File: src/rtl/ost_pkg.sv
// Package for the ordered sequence table: operation codes and sizing constants.
// No dependencies.
`timescale 1ns / 1ps
package ost_pkg;

    localparam int DEF_CAPACITY   = 64;
    localparam int DEF_ITEM_WIDTH = 32;
    localparam int MODE_W         = 3;
    localparam int POS_W          = 7;
    localparam int VALUE_W        = 32;
    localparam int COUNT_W        = 7;

    typedef enum logic [MODE_W-1:0] {
        OP_INSERT_AT     = 3'd0,
        OP_INSERT_SORTED = 3'd1,
        OP_ERASE_AT      = 3'd2,
        OP_REMOVE_ALL    = 3'd3,
        OP_GET           = 3'd4,
        OP_SET           = 3'd5,
        OP_FIND          = 3'd6,
        OP_NONE          = 3'd7
    } op_t;

endpackage

File: src/rtl/ordered_sequence_table.sv
// Ordered sequence table: top level with sequencer, item memory and output register.
// Depends on ost_pkg.
`timescale 1ns / 1ps
// One word in, one result word out. Find and insert_sorted scan the held items
// with a read state and a compare state per item; insert, erase and remove_all
// move items with a read state and a write state per entry over the item memory.
// One operation is in flight at a time; a new word is taken while the previous
// result still waits in the output register.
module ordered_sequence_table #(
    parameter int CAPACITY   = ost_pkg::DEF_CAPACITY,
    parameter int ITEM_WIDTH = ost_pkg::DEF_ITEM_WIDTH
) (
    input  logic        clk,
    input  logic        rst_n,
    input  logic        s_axis_tvalid,
    output logic        s_axis_tready,
    // mode[2:0], position[9:3], value[41:10], zero fill to 48 bits
    input  logic [47:0] s_axis_tdata,
    output logic        m_axis_tvalid,
    input  logic        m_axis_tready,
    // success[0], result_position[7:1], read_value[39:8], removed_count[46:40],
    // item_count[53:47], is_empty[54], zero fill to 56 bits
    output logic [55:0] m_axis_tdata
);
    import ost_pkg::*;

    localparam int AW = (CAPACITY > 1) ? $clog2(CAPACITY) : 1;
    localparam int CW = $clog2(CAPACITY + 1);

    typedef enum logic [3:0] {
        S_IDLE, S_SCAN_RD, S_SCAN_CMP, S_SHUP_RD, S_SHUP_WR, S_PUT,
        S_SHDN_RD, S_SHDN_WR, S_REM_RD, S_REM_WR, S_GET_RD, S_GET_WAIT, S_DONE
    } state_t;

    state_t                state_reg;
    op_t                   op_reg;
    logic [POS_W-1:0]      pos_reg;
    logic [ITEM_WIDTH-1:0] val_reg;
    logic [CW-1:0]         count_reg;
    logic [CW-1:0]         idx_reg;   // read cursor
    logic [CW-1:0]         wix_reg;   // write cursor / target
    logic [CW-1:0]         rem_reg;
    logic                  ok_reg;
    logic [CW-1:0]         rpos_reg;
    logic [ITEM_WIDTH-1:0] rval_reg;

    // item memory, one write port and one registered read port
    logic [ITEM_WIDTH-1:0] mem [CAPACITY];
    logic [ITEM_WIDTH-1:0] rd_data_reg;
    logic                  mem_we;
    logic [AW-1:0]         mem_wa;
    logic [ITEM_WIDTH-1:0] mem_wd;
    logic [AW-1:0]         mem_ra;

    always_ff @(posedge clk)
    begin
        if (mem_we)
        begin
            mem[mem_wa] <= mem_wd;
        end
        rd_data_reg <= mem[mem_ra];
    end

    logic out_free;
    assign out_free      = !m_axis_tvalid || m_axis_tready;
    assign s_axis_tready = (state_reg == S_IDLE);

    logic [MODE_W-1:0]     in_mode;
    logic [POS_W-1:0]      in_pos;
    logic [ITEM_WIDTH-1:0] in_val;
    assign in_mode = s_axis_tdata[2:0];
    assign in_pos  = s_axis_tdata[9:3];
    assign in_val  = s_axis_tdata[10 +: ITEM_WIDTH];

    // memory port control
    always_comb
    begin
        mem_we = 1'b0;
        mem_wa = wix_reg[AW-1:0];
        mem_wd = rd_data_reg;
        mem_ra = idx_reg[AW-1:0];
        unique case (state_reg)
            // fetch the entry just below the cursor
            S_SHUP_RD: mem_ra = AW'(idx_reg - 1'b1);
            // shift-up write lands one above the entry just read
            S_SHUP_WR:
            begin
                mem_we = 1'b1;
                mem_wa = AW'(idx_reg + 1'b1);
            end
            S_SHDN_WR: mem_we = 1'b1;
            S_REM_WR:  mem_we = (rd_data_reg != val_reg);
            S_PUT:
            begin
                mem_we = 1'b1;
                mem_wd = val_reg;
            end
            default: mem_we = 1'b0;
        endcase
    end

    always_ff @(posedge clk or negedge rst_n)
    begin
        if (!rst_n)
        begin
            state_reg     <= S_IDLE;
            count_reg     <= '0;
            m_axis_tvalid <= 1'b0;
            m_axis_tdata  <= '0;
            op_reg        <= OP_NONE;
            pos_reg       <= '0;
            val_reg       <= '0;
            idx_reg       <= '0;
            wix_reg       <= '0;
            rem_reg       <= '0;
            ok_reg        <= 1'b0;
            rpos_reg      <= '0;
            rval_reg      <= '0;
        end
        else
        begin
            if (m_axis_tvalid && m_axis_tready && state_reg != S_DONE)
            begin
                m_axis_tvalid <= 1'b0;
            end
            unique case (state_reg)
                S_IDLE:
                begin
                    if (s_axis_tvalid)
                    begin
                        op_reg   <= op_t'(in_mode);
                        pos_reg  <= in_pos;
                        val_reg  <= in_val;
                        ok_reg   <= 1'b0;
                        rpos_reg <= '0;
                        rval_reg <= '0;
                        rem_reg  <= '0;
                        idx_reg  <= '0;
                        wix_reg  <= '0;
                        unique case (op_t'(in_mode))
                            OP_INSERT_AT:
                                if ((CW + 1)'(in_pos) <= (CW + 1)'(count_reg)
                                    && count_reg < CW'(CAPACITY))
                                begin
                                    ok_reg   <= 1'b1;
                                    rpos_reg <= CW'(in_pos);
                                    wix_reg  <= CW'(in_pos);
                                    idx_reg  <= count_reg;
                                    state_reg <= S_SHUP_RD;
                                end
                                else state_reg <= S_DONE;
                            OP_INSERT_SORTED, OP_FIND:
                                if (op_t'(in_mode) == OP_INSERT_SORTED
                                    && count_reg >= CW'(CAPACITY))
                                    state_reg <= S_DONE;
                                else state_reg <= S_SCAN_RD;
                            OP_ERASE_AT:
                                if ((CW + 1)'(in_pos) < (CW + 1)'(count_reg))
                                begin
                                    ok_reg   <= 1'b1;
                                    rpos_reg <= CW'(in_pos);
                                    wix_reg  <= CW'(in_pos);
                                    idx_reg  <= CW'(in_pos) + 1'b1;
                                    state_reg <= S_SHDN_RD;
                                end
                                else state_reg <= S_DONE;
                            OP_REMOVE_ALL: state_reg <= S_REM_RD;
                            OP_GET, OP_SET:
                                if ((CW + 1)'(in_pos) < (CW + 1)'(count_reg))
                                begin
                                    ok_reg   <= 1'b1;
                                    rpos_reg <= CW'(in_pos);
                                    wix_reg  <= CW'(in_pos);
                                    idx_reg  <= CW'(in_pos);
                                    state_reg <= (op_t'(in_mode) == OP_GET) ? S_GET_RD
                                                                            : S_PUT;
                                end
                                else state_reg <= S_DONE;
                            default: state_reg <= S_DONE;
                        endcase
                    end
                end
                // scan for first >= (insert) or == (find)
                S_SCAN_RD:
                begin
                    if (idx_reg >= count_reg)
                    begin
                        if (op_reg == OP_INSERT_SORTED)
                        begin
                            ok_reg   <= 1'b1;
                            rpos_reg <= idx_reg;
                            wix_reg  <= idx_reg;
                            idx_reg  <= count_reg;
                            state_reg <= S_SHUP_RD;
                        end
                        else state_reg <= S_DONE;
                    end
                    else state_reg <= S_SCAN_CMP;
                end
                S_SCAN_CMP:
                begin
                    if (op_reg == OP_INSERT_SORTED && val_reg <= rd_data_reg)
                    begin
                        ok_reg   <= 1'b1;
                        rpos_reg <= idx_reg;
                        wix_reg  <= idx_reg;
                        idx_reg  <= count_reg;
                        state_reg <= S_SHUP_RD;
                    end
                    else if (op_reg == OP_FIND && val_reg == rd_data_reg)
                    begin
                        ok_reg   <= 1'b1;
                        rpos_reg <= idx_reg;
                        state_reg <= S_DONE;
                    end
                    else
                    begin
                        idx_reg   <= idx_reg + 1'b1;
                        state_reg <= S_SCAN_RD;
                    end
                end
                // open gap: move entry idx-1 to idx while idx > target
                S_SHUP_RD:
                begin
                    if (idx_reg > wix_reg)
                    begin
                        idx_reg   <= idx_reg - 1'b1;
                        state_reg <= S_SHUP_WR;
                    end
                    else state_reg <= S_PUT;
                end
                S_SHUP_WR:
                begin
                    // write goes to idx+1 of the read entry
                    state_reg <= S_SHUP_RD;
                end
                S_PUT:
                begin
                    if (op_reg != OP_SET)
                    begin
                        count_reg <= count_reg + 1'b1;
                    end
                    state_reg <= S_DONE;
                end
                // close gap: move idx to idx-1
                S_SHDN_RD:
                begin
                    if (idx_reg < count_reg) state_reg <= S_SHDN_WR;
                    else
                    begin
                        count_reg <= count_reg - 1'b1;
                        state_reg <= S_DONE;
                    end
                end
                S_SHDN_WR:
                begin
                    wix_reg   <= wix_reg + 1'b1;
                    idx_reg   <= idx_reg + 1'b1;
                    state_reg <= S_SHDN_RD;
                end
                // compact: keep entries not equal to the value
                S_REM_RD:
                begin
                    if (idx_reg < count_reg) state_reg <= S_REM_WR;
                    else
                    begin
                        count_reg <= wix_reg;
                        ok_reg    <= (rem_reg != '0);
                        state_reg <= S_DONE;
                    end
                end
                S_REM_WR:
                begin
                    if (rd_data_reg != val_reg) wix_reg <= wix_reg + 1'b1;
                    else rem_reg <= rem_reg + 1'b1;
                    idx_reg   <= idx_reg + 1'b1;
                    state_reg <= S_REM_RD;
                end
                S_GET_RD:   state_reg <= S_GET_WAIT;
                S_GET_WAIT:
                begin
                    rval_reg  <= rd_data_reg;
                    state_reg <= S_DONE;
                end
                S_DONE:
                begin
                    if (out_free)
                    begin
                        m_axis_tvalid <= 1'b1;
                        m_axis_tdata  <= {1'b0, (count_reg == '0),
                                          POS_W'(count_reg), POS_W'(rem_reg),
                                          VALUE_W'(rval_reg), POS_W'(rpos_reg),
                                          ok_reg};
                        state_reg     <= S_IDLE;
                    end
                end
                default: state_reg <= S_IDLE;
            endcase
        end
    end

endmodule

File: config.mk
export PLATFORM = sky130hd
export DESIGN_NAME = ordered_sequence_table
export DESIGN_NICKNAME = d
export VERILOG_FILES = /design/src/rtl/ost_pkg.sv /design/src/rtl/ordered_sequence_table.sv
export SDC_FILE = /design/constraint.sdc
export NUM_CORES = 2
export LEC_CHECK = 0
export BUFFER_PORTS_ARGS = -buffer_cell sky130_fd_sc_hd__buf_4
export CORE_AREA = 2 2 546 548
export CTS_CLUSTER_SIZE = 25
export DETAILED_ROUTE_END_ITERATION = 10
export DIE_AREA = 0 0 548 550
export GPL_TIMING_DRIVEN = 1
export MAX_ROUTING_LAYER = met4
export PLACE_DENSITY = 0.43
export SLEW_MARGIN = 20
export SYNTH_ARGS = -nofsm -noshare
export SYNTH_HDL_FRONTEND = slang
export SYNTH_SLANG_ARGS = --single-unit
File: constraint.sdc
create_clock -name clk -period 6.39 [get_ports clk]
set_clock_uncertainty 0.05 [all_clocks]
set_input_delay 0.3195 -clock clk [delete_from_list [all_inputs] [get_ports clk]]
set_output_delay 0.3195 -clock clk [all_outputs]
set_load 0.05 [all_outputs]
==> metrics.md <==
| Metric | Value |
|---|---|
| Status | `finished, final reports clean` |
| Final net count | `4962` |
| Worst Path Arrival | `5.32 ns` |
| Slew HR | `25.18%` |
| Cell mode on critical path | `nand2_1` |
| Worst Setup End Kind | `flip-flop` |
| Post-synth EDFFs | `2048` |
| Unrepaired setup endpoints after global routing | `false` |
| Reg2reg end | `mem[42][2]` |
| Global-route wire length before repair | `361900 um` |
| Pwr/cell area | `489.3 nW/um^2` |
| Drt first pass iters | `6` |
| Predominant post-synthesis flop cell | `edfxtp_1` |
| WHS | `0.1422 ns` |
| Final instance area | `103700 sq um` |
| Max frequency | `207.7 MHz` |
| First DRT Iteration DRCs | `4324` |
| Top-area cell type share of the netlist area | `69.64%` |
| Max FFs per register | `2048` |
| Resize count post-CTS | `0` |
| Post-synth top cells | `2048 x edfxtp_1, 512 x mux4_2, 341 x nand2_1, 164 x mux2i_1, 160 x dfrtp_1` |
| Worst R2R Setup Slack | `1.58 ns` |
| Congestion Overflow GR | `0` |
| Tot GR Track Use | `17.38%` |
| Hold Path Sink | `val_reg[14]` |
| Largest net degree at the start of global routing | `86` |
| Final setup vio count | `0` |
| Initial antenna violation count | `19` |
| Wire per inst | `28.46 um` |
| Io pins | `110` |
| Mapped Area | `88310 sq um` |
| DR DRC count | `0` |
| Avg Cell Area, Syn | `19.81 sq um` |
| Fin crit share | `75.33%` |
| Clock root buffer | `clkbuf_16` |
| Shortest period the worst path allows | `4.814 ns` |
| Leak Pwr | `33.39 nW` |
| Num rows | `200` |
| R2R cell count | `11` |
| Post-Syn Nets | `4577` |
| Vias | `44970` |
| Clock slew at reported path FFs | `0.06 ns` |
| Total core area | `295500 sq um` |
| CP max stage cell | `nor4_1` |
| Synth-to-Final Area Change | `17.45%` |
| HP Class | `in -> reg` |
| Count leader, synth | `edfxtp_1` |
| Die Span Y | `550 um` |
| Max-slew violations | `0` |
| CP max stage delay | `0.83 ns` |
| Port-buffer cells | `102` |
| TritonCTS clock tree | `done` |
| HPWL after DPL | `143400 um` |
| Final RePlAce weighted congestion | `0.8192` |
| Register bank with the most flops | `mem` |
| Placed Area | `95940 sq um` |
| Cell taking the most area after synthesis | `edfxtp_1` |
| Max cap viols | `0` |
| Final WL | `256600 um` |
| Die Width | `548 um` |
| Vias/cell | `4.988` |
| TritonCTS Buffers | `241` |
| WP data required | `6.90 ns` |
| Number of synthesized register bits | `2243` |
| Buf/Inv on CP | `2` |
| Initial Utilization | `29.88%` |
| Top flop regs | `mem (2048), m_axis_tdata (55)` |
| CP Launch Type | `flip-flop` |
| Final hold viol count | `0` |
| Setup TNS | `0 ns` |
| Worst slew pin tran | `1.118 ns` |
| Synth cell types | `78` |
| Post-DRT Antenna Nets | `0` |
| DIE AREA | `301400 sq um` |
| Top cells by area, synth | `edfxtp_1 70%, mux4_2 13%, dfrtp_1 4.5%, mux2i_1 1.9%, nand2_1 1.4%` |
| Clock sinks | `2243` |
| Cells along the critical path | `inv_1 > ha_1 > nand4_1 > nor4_1 > nand2_1 > a31oi_1 > o22ai_1 > nor2b_1 > nand2_1 > nor2_4 > buf_4` |
| Worst Hold Launch | `s_axis_tdata[24]` |
| Vias in the first global route | `46250` |
| Setup CP Type | `reg -> reg` |
| Reg2reg start | `rd_data_reg[31]` |
| Util after Layout | `35.10%` |
| H-Tree Depth | `4` |
| Critical path peak fanout | `19` |
| Hold path depth | `4` |
| CTS max path bufs | `4` |
| Worst path top cell family by delay | `simple AND/OR/NAND/NOR gates` |
| Sequential element share of the synthesized area | `74.99%` |
| Yosys warning count | `0` |
| Max VDD drop | `0.3078 mV` |
| Layout cells sized above 1 | `26.54%` |
| FFs w/ async S/R, synth | `7.267%` |
| Cells after synthesis | `4459` |
| Clk Latency, worst-skew pair | `0.91 ns` |
## worst min-delay path: stages
cell and delay [ns]:
dlygate4sd3_1 0.54, buf_4 0.11, nand2_1 0.04, nand2_1 0.04
## layout by cell type, fill, tap and decap left out, drive strengths merged, types with 40 or more instances in the layout
cell type	n
inv	64
buf	328
clkinv	112
nand2	342
mux2	55
o21ai	186
mux4	512
ha	65
dfrtp	160
mux2i	164
and3	40
a21oi	61
edfxtp	2048
nor2	137
diode	42
clkbuf	301
dlygate4sd3	47
a221oi	98
## worst max path at each step
stage | startpoint | to | slack, ns | cells past startpoint
2_1_floorplan | state_reg[1] | mem[0][31] | 1.81 | 6
3_3_place_gp | rd_data_reg[30] | mem[50][5] | 1.58 | 11
3_5_place_dp | rd_data_reg[31] | mem[50][12] | 1.55 | 11
4_1_cts | rd_data_reg[31] | mem[42][2] | 1.50 | 11
5_1_grt | rd_data_reg[31] | mem[42][13] | 1.34 | 11
6_report | rd_data_reg[31] | mem[42][2] | 1.58 | 11
## power breakdown
part	total, mW	internal [mW]	switching (mW)
combinational	17.6	6.16	11.4
clock	13.1	7.37	5.70
sequential	20.1	19.5	0.618
total	50.8	33.0	17.7
## routing by layer
layer | part of all wire [%] | global-route usage (%) | up-vias | wire length, um
met2 | 47 | 26.72 | 1135 | 120300
met1 | 46 | 24.09 | 24430 | 117900
met4 | 2.5 | 5.264 | 0 | 6395
met3 | 4.7 | 2.241 | 304 | 11980
met5 | 0 | - | - | 0
li1 | - | - | 19100 | -
## cell type report
type                    count  area (sq um)
clock inverters           132         933.4
clock buffers             301          6276
multi-input cells        1922         21780
inverters                  61         229.0
well taps                3939          4928
diodes                     42         105.1
repair buffers            375          3253
fillers                 27660        191800
flip-flops and latches   2243         66220
## through the flow
stage,setup WS (ns),total power [mW],instances
floorplan,1.811,30.90,4459
global placement,1.577,38.01,8492
detailed placement,1.553,38.22,8493
CTS,1.500,51.45,8973
global route,1.339,53.09,8997
finish,1.576,50.76,9015
## kinds of logic after synthesis
logic type               count (synthesis)  synth area share [%]
multiplexers                           731                 15.62
flip-flops                            2243                 74.99
AO/OA/AOI/OAI                          472                 3.601
other                                    1              0.004246
buffers and inverters                  294                 1.445
adder cells (fa/ha/maj)                 66                0.9436
XOR/XNOR                                27                0.2975
AND/OR/NAND/NOR                        625                 3.104
## what timing repair did
item,in CTS,in global routing
hold buffers,47,0
endpoints found under the hold margin,144,0
setup buffers,0,0
Note: power is estimated with default switching activity, not from simulation.
